--- config.mk ---
export PLATFORM = sky130hd
export DESIGN_NAME = rgb565_blit_with_bit_alpha_top
export DESIGN_NICKNAME = d
export VERILOG_FILES = /design/src/rtl/rbba_pkg.sv /design/src/rtl/rgb565_blit_with_bit_alpha_top.sv /design/src/rtl/rbba_alu.sv /design/src/rtl/rbba_cfg.sv
export VERILOG_INCLUDE_DIRS = /design/src /design/src/rtl
export SDC_FILE = /design/constraint.sdc
export NUM_CORES = 1
export LEC_CHECK = 0
export ABC_AREA = 0
export ABC_CLOCK_PERIOD_IN_PS = 17260
export BUFFER_PORTS_ARGS = -buffer_cell sky130_fd_sc_hd__buf_2
export CORE_ASPECT_RATIO = 1.25
export CORE_MARGIN = 1
export CORE_UTILIZATION = 42
export CTS_CLUSTER_SIZE = 10
export DETAILED_ROUTE_END_ITERATION = 7
export PLACE_DENSITY = 0.63
export SYNTH_ARGS = -nofsm -noshare
export SYNTH_HDL_FRONTEND = slang
export SYNTH_SLANG_ARGS = --single-unit
--- constraint.sdc ---
create_clock -name i_clk -period 17.26 [get_ports i_clk]
set_input_delay 0.863 -clock i_clk [delete_from_list [all_inputs] [get_ports i_clk]]
set_output_delay 0.863 -clock i_clk [all_outputs]
set_load 0.01 [all_outputs]
--- src/rtl/rgb565_blit_with_bit_alpha_top_defines.svh ---
// assertion macros for the sprite blitter
`ifndef RGB565_BLIT_WITH_BIT_ALPHA_TOP_DEFINES_SVH
`define RGB565_BLIT_WITH_BIT_ALPHA_TOP_DEFINES_SVH

// same-cycle implication, disabled while reset is low
`define RBBA_ASSERT_NOW(label, clk, rst_n, pre, post) \
    label: assert property (@(posedge clk) disable iff (!rst_n) (pre) |-> (post)) \
        else $error("rbba assertion failed");

// next-cycle implication, disabled while reset is low
`define RBBA_ASSERT_NEXT(label, clk, rst_n, pre, post) \
    label: assert property (@(posedge clk) disable iff (!rst_n) (pre) |=> (post)) \
        else $error("rbba assertion failed");

`endif

--- src/rtl/rbba_pkg.sv ---
package rbba_pkg;

    // frame and arithmetic sizes
    localparam int FRAME_PIXELS  = 1048576;
    localparam int ADDR_W        = $clog2(FRAME_PIXELS);
    localparam int BASE_W        = 21;
    localparam int BUF_W         = 24;
    localparam int CNT_W         = 5;
    localparam int POS_W         = 10;
    localparam int SIZE_W        = 11;
    localparam int COLOR_W       = 16;
    localparam int BYTE_TOP_BIT  = 7;
    localparam int MAX_OUT       = 8;
    localparam int MAX_IMG       = 1024;
    localparam int CFG_IDX_W     = 3;
    localparam int CFG_DATA_W    = 11;

    localparam logic [BASE_W-1:0]  ROW_BASE_MAX = {BASE_W{1'b1}};
    localparam logic [COLOR_W-1:0] COLOR_MASK   = 16'hFFFF;
    localparam logic [ADDR_W-1:0]  ADDR_SAT     = ADDR_W'(FRAME_PIXELS - 1);

    // register indexes
    typedef enum logic [CFG_IDX_W-1:0] {
        CFG_FB_WIDTH   = 3'd0,
        CFG_DEST_X     = 3'd1,
        CFG_DEST_Y     = 3'd2,
        CFG_IMG_WIDTH  = 3'd3,
        CFG_IMG_HEIGHT = 3'd4,
        CFG_ALPHA_MODE = 3'd5
    } t_cfg_idx;

    // request payloads
    typedef struct packed {
        logic       first_byte;
        logic [7:0] data_byte;
    } t_in_item;

    typedef struct packed {
        logic [ADDR_W-1:0]  pixel_address;
        logic [COLOR_W-1:0] pixel_color;
        logic               write_enable;
        logic               outside_frame;
        logic               last_pixel;
    } t_out_item;

    // configuration seen by the sequencer
    typedef struct packed {
        logic [SIZE_W-1:0] fb_width;
        logic [POS_W-1:0]  dest_x;
        logic [POS_W-1:0]  dest_y;
        logic [SIZE_W-1:0] img_w_eff;
        logic [SIZE_W-1:0] img_h_eff;
        logic              alpha_mode;
    } t_cfg;

    // write events from the register file
    typedef struct packed {
        logic reload;
        logic stream_clr;
    } t_cfg_evt;

endpackage

--- src/rtl/rgb565_blit_with_bit_alpha_top.sv ---
// a taken request is registered into the sequencer; a first byte first passes S_LOAD,
// a base reload on the shared multiply-add; S_SCAN then takes flag bits or colour words,
// S_EMIT registers each pixel and S_ADV follows each row end; a new byte is taken only
// back in S_IDLE, and a stalled output holds the sequencer in place
// a config write forces a base reload; input is taken only when the sequencer is idle
// reset: synchronous active low; registers return to defaults, stream and position clear
`include "rgb565_blit_with_bit_alpha_top_defines.svh"

module rgb565_blit_with_bit_alpha_top
    import rbba_pkg::*;
(
    input  logic                  i_clk,
    input  logic                  i_rst_n,
    input  logic                  i_in_valid,
    output logic                  o_in_ready,
    input  t_in_item              i_in_data,
    output logic                  o_out_valid,
    input  logic                  i_out_ready,
    output t_out_item             o_out_data,
    input  logic                  i_cfg_we,
    input  logic [CFG_IDX_W-1:0]  i_cfg_index,
    input  logic [CFG_DATA_W-1:0] i_cfg_data
);

    typedef enum logic [4:0] {
        S_IDLE = 5'b00001,
        S_LOAD = 5'b00010,
        S_SCAN = 5'b00100,
        S_EMIT = 5'b01000,
        S_ADV  = 5'b10000
    } t_state;

    localparam int N_W = $clog2(MAX_OUT + 1);

    t_cfg     cfg;
    t_cfg_evt evt;

    t_state             r_state, n_state;
    logic               r_load_ret, n_load_ret;
    logic [BUF_W-1:0]   r_buf, n_buf;
    logic [CNT_W-1:0]   r_cnt, n_cnt;
    logic               r_flag, n_flag;
    logic [POS_W-1:0]   r_col, n_col;
    logic [POS_W-1:0]   r_row, n_row;
    logic [BASE_W-1:0]  r_base, n_base;
    logic [COLOR_W-1:0] r_color, n_color;
    logic               r_opaque, n_opaque;
    logic [N_W-1:0]     r_n, n_n;
    t_out_item          r_out, n_out;
    logic               r_out_valid, n_out_valid;

    logic [SIZE_W-1:0]  alu_a, alu_b;
    logic [BASE_W-1:0]  alu_c, alu_sum;
    logic               col_end, row_end, outside;
    logic [BUF_W-1:0]   base_buf, ins;
    logic [CNT_W-1:0]   base_cnt;

    rbba_cfg u_cfg (
        .i_clk       (i_clk),
        .i_rst_n     (i_rst_n),
        .i_cfg_we    (i_cfg_we),
        .i_cfg_index (i_cfg_index),
        .i_cfg_data  (i_cfg_data),
        .o_cfg       (cfg),
        .o_evt       (evt)
    );

    // operand select for the shared multiply-add
    always_comb begin
        case (r_state)
            S_LOAD: begin
                alu_a = SIZE_W'(cfg.dest_y) + SIZE_W'(r_row);
                alu_b = cfg.fb_width;
                alu_c = BASE_W'(cfg.dest_x);
            end
            S_ADV: begin
                alu_a = SIZE_W'(1);
                alu_b = cfg.fb_width;
                alu_c = r_base;
            end
            default: begin
                alu_a = SIZE_W'(1);
                alu_b = SIZE_W'(r_col);
                alu_c = r_base;
            end
        endcase
    end

    rbba_alu u_alu (
        .i_a   (alu_a),
        .i_b   (alu_b),
        .i_c   (alu_c),
        .o_sum (alu_sum)
    );

    // position and frame checks
    assign col_end = (SIZE_W'(r_col) + SIZE_W'(1)) >= cfg.img_w_eff;
    assign row_end = (SIZE_W'(r_row) + SIZE_W'(1)) >= cfg.img_h_eff;
    assign outside = alu_sum[ADDR_W];

    // byte insertion into the bit buffer
    assign base_buf = (r_cnt > CNT_W'(15)) ? '0 : r_buf;
    assign base_cnt = (r_cnt > CNT_W'(15)) ? '0 : r_cnt;
    assign ins      = BUF_W'(i_in_data.data_byte) << base_cnt;

    assign o_in_ready  = (r_state == S_IDLE) && !i_cfg_we;
    assign o_out_valid = r_out_valid;
    assign o_out_data  = r_out;

    // sequencer
    always_comb begin
        n_state     = r_state;
        n_load_ret  = r_load_ret;
        n_buf       = r_buf;
        n_cnt       = r_cnt;
        n_flag      = r_flag;
        n_col       = r_col;
        n_row       = r_row;
        n_base      = r_base;
        n_color     = r_color;
        n_opaque    = r_opaque;
        n_n         = r_n;
        n_out       = r_out;
        n_out_valid = r_out_valid && !i_out_ready;

        if (evt.reload) begin
            if (evt.stream_clr) begin
                n_buf  = '0;
                n_cnt  = '0;
                n_flag = 1'b0;
            end
            n_load_ret = 1'b0;
            n_state    = S_LOAD;
        end else begin
            case (r_state)
                S_IDLE: begin
                    if (i_in_valid && o_in_ready) begin
                        n_n = '0;
                        if (i_in_data.first_byte) begin
                            n_buf      = BUF_W'(i_in_data.data_byte);
                            n_cnt      = CNT_W'(BYTE_TOP_BIT + 1);
                            n_flag     = 1'b0;
                            n_col      = '0;
                            n_row      = '0;
                            n_load_ret = 1'b1;
                            n_state    = S_LOAD;
                        end else begin
                            n_buf   = base_buf | ins;
                            n_cnt   = base_cnt + CNT_W'(BYTE_TOP_BIT + 1);
                            n_flag  = (r_cnt > CNT_W'(15)) ? 1'b0 : r_flag;
                            n_state = S_SCAN;
                        end
                    end
                end
                // base reload from the current row
                S_LOAD: begin
                    n_base  = alu_sum;
                    n_state = r_load_ret ? S_SCAN : S_IDLE;
                end
                // take a flag bit or a colour word from the buffer
                S_SCAN: begin
                    if (r_n == N_W'(MAX_OUT)) begin
                        n_state = S_IDLE;
                    end else if (cfg.alpha_mode && !r_flag) begin
                        if (r_cnt == '0) begin
                            n_state = S_IDLE;
                        end else begin
                            n_buf = r_buf >> 1;
                            n_cnt = r_cnt - CNT_W'(1);
                            if (r_buf[0]) begin
                                n_flag = 1'b1;
                            end else begin
                                n_color  = '0;
                                n_opaque = 1'b0;
                                n_state  = S_EMIT;
                            end
                        end
                    end else begin
                        if (r_cnt < CNT_W'(COLOR_W)) begin
                            n_state = S_IDLE;
                        end else begin
                            n_color  = r_buf[COLOR_W-1:0] & COLOR_MASK;
                            n_buf    = r_buf >> COLOR_W;
                            n_cnt    = r_cnt - CNT_W'(COLOR_W);
                            n_flag   = 1'b0;
                            n_opaque = 1'b1;
                            n_state  = S_EMIT;
                        end
                    end
                end
                // address and result register, then step the position
                S_EMIT: begin
                    if (!r_out_valid || i_out_ready) begin
                        n_out.pixel_address = outside ? ADDR_SAT : alu_sum[ADDR_W-1:0];
                        n_out.pixel_color   = r_color;
                        n_out.write_enable  = r_opaque && !outside;
                        n_out.outside_frame = outside;
                        n_out.last_pixel    = col_end && row_end;
                        n_out_valid         = 1'b1;
                        n_n                 = r_n + N_W'(1);
                        if (col_end && row_end) begin
                            n_buf      = '0;
                            n_cnt      = '0;
                            n_flag     = 1'b0;
                            n_col      = '0;
                            n_row      = '0;
                            n_load_ret = 1'b0;
                            n_state    = S_LOAD;
                        end else if (col_end) begin
                            n_col   = '0;
                            n_row   = r_row + POS_W'(1);
                            n_state = S_ADV;
                        end else begin
                            n_col   = r_col + POS_W'(1);
                            n_state = S_SCAN;
                        end
                    end
                end
                // next row base
                S_ADV: begin
                    n_base  = alu_sum;
                    n_state = S_SCAN;
                end
                default: n_state = S_IDLE;
            endcase
        end
    end

    // control registers
    always_ff @(posedge i_clk) begin
        if (!i_rst_n) begin
            r_state     <= S_IDLE;
            r_load_ret  <= 1'b0;
            r_buf       <= '0;
            r_cnt       <= '0;
            r_flag      <= 1'b0;
            r_col       <= '0;
            r_row       <= '0;
            r_base      <= '0;
            r_n         <= '0;
            r_out_valid <= 1'b0;
        end else begin
            r_state     <= n_state;
            r_load_ret  <= n_load_ret;
            r_buf       <= n_buf;
            r_cnt       <= n_cnt;
            r_flag      <= n_flag;
            r_col       <= n_col;
            r_row       <= n_row;
            r_base      <= n_base;
            r_n         <= n_n;
            r_out_valid <= n_out_valid;
        end
    end

    // payload registers
    always_ff @(posedge i_clk) begin
        r_color  <= n_color;
        r_opaque <= n_opaque;
        r_out    <= n_out;
    end

    // checks
    `RBBA_ASSERT_NOW(a_we_inside, i_clk, i_rst_n, o_out_valid && o_out_data.write_enable, !o_out_data.outside_frame)
    `RBBA_ASSERT_NOW(a_sat_addr, i_clk, i_rst_n, o_out_valid && o_out_data.outside_frame, o_out_data.pixel_address == ADDR_SAT)
    `RBBA_ASSERT_NOW(a_cnt_range, i_clk, i_rst_n, 1'b1, r_cnt <= CNT_W'(23))
    `RBBA_ASSERT_NEXT(a_busy_after_req, i_clk, i_rst_n, i_in_valid && o_in_ready, !o_in_ready)

endmodule

--- src/rtl/rbba_alu.sv ---
module rbba_alu
    import rbba_pkg::*;
(
    input  logic [SIZE_W-1:0] i_a,
    input  logic [SIZE_W-1:0] i_b,
    input  logic [BASE_W-1:0] i_c,
    output logic [BASE_W-1:0] o_sum
);

    localparam int PROD_W = 2 * SIZE_W;
    localparam int SUM_W  = PROD_W + 1;

    logic [PROD_W-1:0] prod;
    logic [SUM_W-1:0]  sum;

    // shared multiply-add, saturated to the row base range
    assign prod  = PROD_W'(i_a) * PROD_W'(i_b);
    assign sum   = SUM_W'(prod) + SUM_W'(i_c);
    assign o_sum = (sum[SUM_W-1:BASE_W] != '0) ? ROW_BASE_MAX : sum[BASE_W-1:0];

endmodule

--- src/rtl/rbba_cfg.sv ---
module rbba_cfg
    import rbba_pkg::*;
(
    input  logic                  i_clk,
    input  logic                  i_rst_n,
    input  logic                  i_cfg_we,
    input  logic [CFG_IDX_W-1:0]  i_cfg_index,
    input  logic [CFG_DATA_W-1:0] i_cfg_data,
    output t_cfg                  o_cfg,
    output t_cfg_evt              o_evt
);

    logic [SIZE_W-1:0] r_fb_width;
    logic [POS_W-1:0]  r_dest_x;
    logic [POS_W-1:0]  r_dest_y;
    logic [SIZE_W-1:0] r_img_w;
    logic [SIZE_W-1:0] r_img_h;
    logic              r_alpha;

    // register file
    always_ff @(posedge i_clk) begin
        if (!i_rst_n) begin
            r_fb_width <= SIZE_W'(320);
            r_dest_x   <= '0;
            r_dest_y   <= '0;
            r_img_w    <= SIZE_W'(1);
            r_img_h    <= SIZE_W'(1);
            r_alpha    <= 1'b0;
        end else if (i_cfg_we) begin
            case (t_cfg_idx'(i_cfg_index))
                CFG_FB_WIDTH:   r_fb_width <= i_cfg_data[SIZE_W-1:0];
                CFG_DEST_X:     r_dest_x   <= i_cfg_data[POS_W-1:0];
                CFG_DEST_Y:     r_dest_y   <= i_cfg_data[POS_W-1:0];
                CFG_IMG_WIDTH:  r_img_w    <= i_cfg_data[SIZE_W-1:0];
                CFG_IMG_HEIGHT: r_img_h    <= i_cfg_data[SIZE_W-1:0];
                CFG_ALPHA_MODE: r_alpha    <= i_cfg_data[0];
                default: ;
            endcase
        end
    end

    // write events: any known index reloads the base, mode write clears the stream
    always_comb begin
        o_evt = '0;
        if (i_cfg_we) begin
            case (t_cfg_idx'(i_cfg_index))
                CFG_FB_WIDTH, CFG_DEST_X, CFG_DEST_Y,
                CFG_IMG_WIDTH, CFG_IMG_HEIGHT: o_evt.reload = 1'b1;
                CFG_ALPHA_MODE: begin
                    o_evt.reload     = 1'b1;
                    o_evt.stream_clr = 1'b1;
                end
                default: ;
            endcase
        end
    end

    // zero size acts as one, oversize as the maximum
    function automatic logic [SIZE_W-1:0] clamp_size(input logic [SIZE_W-1:0] v);
        logic [SIZE_W-1:0] r;
        r = v;
        if (v == '0) r = SIZE_W'(1);
        else if (v > SIZE_W'(MAX_IMG)) r = SIZE_W'(MAX_IMG);
        return r;
    endfunction

    always_comb begin
        o_cfg.fb_width   = r_fb_width;
        o_cfg.dest_x     = r_dest_x;
        o_cfg.dest_y     = r_dest_y;
        o_cfg.img_w_eff  = clamp_size(r_img_w);
        o_cfg.img_h_eff  = clamp_size(r_img_h);
        o_cfg.alpha_mode = r_alpha;
    end

endmodule
==> results.json <==
{
  "critPathMaxFanout": 20,
  "synth.distinct_cells": 94,
  "cts_resized": 0,
  "slowest_stage": "nand3_1",
  "grt_use_total_pct": 23.0,
  "ctsHoldBuffers": 0,
  "yosys.area.top_type": "dfxtp_1",
  "post_dp_cell_area_um2": 15500,
  "slew_viol_final": 0,
  "synth_seq_cells": 192,
  "clkTransAtPathRegs_ns": 0.08,
  "hold_path.class": "reg2reg",
  "finalSetupViolCount": 0,
  "pin_count": 69,
  "ant_nets": 0,
  "n_antenna_cell": 0,
  "period_needed_ns": 8.29,
  "period_share_pct": 48.0,
  "portBuffers": 68,
  "seq_area_frac_synth_pct": 29.7,
  "ir_drop_uv": 48.1,
  "max_stage_delay_ns": 0.72,
  "rows": 76,
  "cts_sinks": 192,
  "slew_headroom_pct": 26.4,
  "placedCellCount": 2174,
  "postLayoutCoreUtil_pct": 46.5,
  "synth_edf_count": 56,
  "cp.required_ns": 17.60,
  "initial_core_util_pct": 42.8,
  "clockBufferDepth": 2,
  "die_x_um": 170,
  "cts_made_buffers": 17,
  "grt_pass1_vias": 12079,
  "die_area_um2": 36000,
  "async_flop_share_pct": 0,
  "synth-main-ff-cell": "dfxtp_1",
  "drtIter0Drc": 876,
  "synthCells": 1712,
  "antenna_found_initial": 0,
  "dpl.hpwl_um": 30300,
  "power.leakage_nw": 6.98,
  "route.detailed.drc": 0,
  "drt_pre_antenna_iters": 8,
  "insertion_delay_ns": 0.47,
  "startpoint_type": "flip-flop",
  "final_nets": 1952,
  "critPathKind": "reg2reg",
  "grt_max_degree": 60,
  "layout-drive-gt1-share_pct": 10.0,
  "synth_area_um2": 14800,
  "synthToLayoutAreaGrowth_pct": 8.66,
  "cp.arrival_ns": 8.63,
  "crit_top_cell": "fa_1",
  "htreeDepth": 4,
  "vias": 12095,
  "grt_first_pass_wirelength_um": 64400,
  "die_h_um": 212,
  "hold_viol": 0,
  "gp_congestion": 0.937,
  "tightest_slew_ns": 1.10,
  "setup_tns_ns": 0,
  "syn_nets": 1939,
  "post_cts.repair.setup_buffers": 0,
  "wl_um": 39600,
  "fmax_mhz": 121,
  "fin_skew_ns": 0.0170,
  "via_per_inst": 5.48,
  "wl_per_cell_um": 17.9,
  "synth_top_area_share_pct": 18.4,
  "dp_slack_ns": 8.94,
  "cts-root-buf": "clkbuf_16",
  "grt-ovfl-total": 0,
  "synth.area.top_cells": "dfxtp_1, fa_1, edfxtp_1",
  "core_um2": 34600,
  "setup_ws_ns": 8.97,
  "endpoint_kind": "flip-flop",
  "synth_area_per_cell_um2": 8.65,
  "max_cap_viol_count": 0,
  "cts_tree": "built",
  "fin_area_um2": 16100,
  "status": "finished, final reports clean",
  "yosysWarnings": 0,
  "final_cells": 2206,
  "powerDensity_nw_per_um2": 65.4,
  "rsz0062_at_grt": "false"
}
==> layer usage <==
metal	global-route usage, %	vias up	share of wire (%)
met2	40.7	355	51
met5	0	-	0
met3	3.40	66	4.5
met4	8.11	0	2.4
met1	28.1	5847	42
li1	-	5827	-
==> logic make-up after synthesis <==
kind of cell | share of synthesized area [%]
AOI/OAI and AO/OA | 15.0
xor gates and xnor gates | 3.19
adders and majority gates | 22.0
buffers and inverters | 6.42
DFF | 29.7
muxes | 2.68
and+or+nand+nor | 20.9
==> cells in the mapped netlist, types with 34 or more instances <==
master      n
fa_1      103
clkbuf_1   64
edfxtp_1   56
and2_1     38
nand2_1   303
dfxtp_1   136
a21oi_1   129
mux2i_1    34
inv_1     154
nor2_1    132
nand3_1    42
ha_1       96
o21ai_0    43
==> power breakdown <==
part / internal [mW] / switching [mW] / total (mW)
sequential: 0.474 / 0.0150 / 0.489
clock: 0.209 / 0.208 / 0.418
combinational: 0.0488 / 0.0965 / 0.145
total: 0.733 / 0.320 / 1.05
==> layout make-up <==
cell class | count | area, µm²
clock buffers | 17 | 425
well taps | 468 | 586
repair buffers | 77 | 408
flip-flops and latches | 192 | 4400
clock inverters | 15 | 195
multi-input cells | 1277 | 9470
inverters | 160 | 601
fillers | 3396 | 18500
==> through the flow <==
step,total power [mW],hold WS [ns]
finish,1.05,0.422
detailed placement,0.643,0.405
CTS,1.06,0.423
global route,1.09,0.428
global placement,0.642,0.400
floorplan,0.600,0.400
==> worst paths after layout <==
kind                             startpoint                  endpoint  slack (ns)  cells past startpoint
setup / recovery      r_row[0]$_SDFFE_PN0P_   r_base[10]$_SDFFE_PN0P_        8.97                     26
hold / removal    r_color[11]$_SDFFCE_PP0P_  o_out_data[14]$_DFFE_PP_        0.42                      0
setup reg to reg      r_row[0]$_SDFFE_PN0P_   r_base[10]$_SDFFE_PN0P_        8.97                     26
hold reg to reg   r_color[11]$_SDFFCE_PP0P_  o_out_data[14]$_DFFE_PP_        0.42                      0
==> cell usage in the layout (no fill, tap or decap), types with 7 or more instances in the layout <==
master | Yosys | layout
nand2_1 | 303 | 303
inv_1 | 154 | 153
dfxtp_1 | 136 | 136
nor2_1 | 132 | 132
a21oi_1 | 129 | 129
fa_1 | 103 | 103
ha_1 | 96 | 96
buf_2 | 10 | 68
edfxtp_1 | 56 | 56
o21ai_0 | 43 | 43
nand3_1 | 42 | 42
and2_1 | 38 | 38
mux2i_1 | 34 | 34
xnor2_1 | 31 | 31
nand2b_1 | 30 | 30
xor2_1 | 23 | 23
nor3_1 | 23 | 21
o221a_2 | 21 | 21
and3_1 | 19 | 19
nor2b_1 | 17 | 17
clkbuf_16 | 0 | 17
o21a_1 | 13 | 13
nand4_1 | 11 | 11
a31oi_1 | 11 | 11
a21o_1 | 10 | 10
or3_1 | 9 | 9
buf_4 | 3 | 9
a211oi_1 | 8 | 8
a221oi_1 | 8 | 8
nand3b_1 | 8 | 8
o41ai_2 | 7 | 7
==> critical path: cells and delay by family, from the launching register on <==
| kind | cells | cell delay (ns) |
|---|---|---|
| adder cells (fa/ha/maj) | 8 | 3.55 |
| AND/OR/NAND/NOR | 3 | 0.94 |
| flip-flops | 1 | 0.38 |
| XOR/XNOR | 1 | 0.18 |
| AO/OA/AOI/OAI | 12 | 3.00 |
| buffers and inverters | 2 | 0.09 |
==> sequential cells by signal, indices dropped and copies added, names as in the netlist, 4 cells and up <==
name / flops
r_n: 4
r_state: 5
r_base: 21
u_cfg.r_img_w: 11
u_cfg.r_dest_y: 10
r_cnt: 5
u_cfg.r_img_h: 11
o_out_data: 39
r_row: 10
r_color: 16
r_buf: 24
r_col: 10
u_cfg.r_fb_width: 11
u_cfg.r_dest_x: 10
No activity file was read; power rests on OpenSTA's default activity.
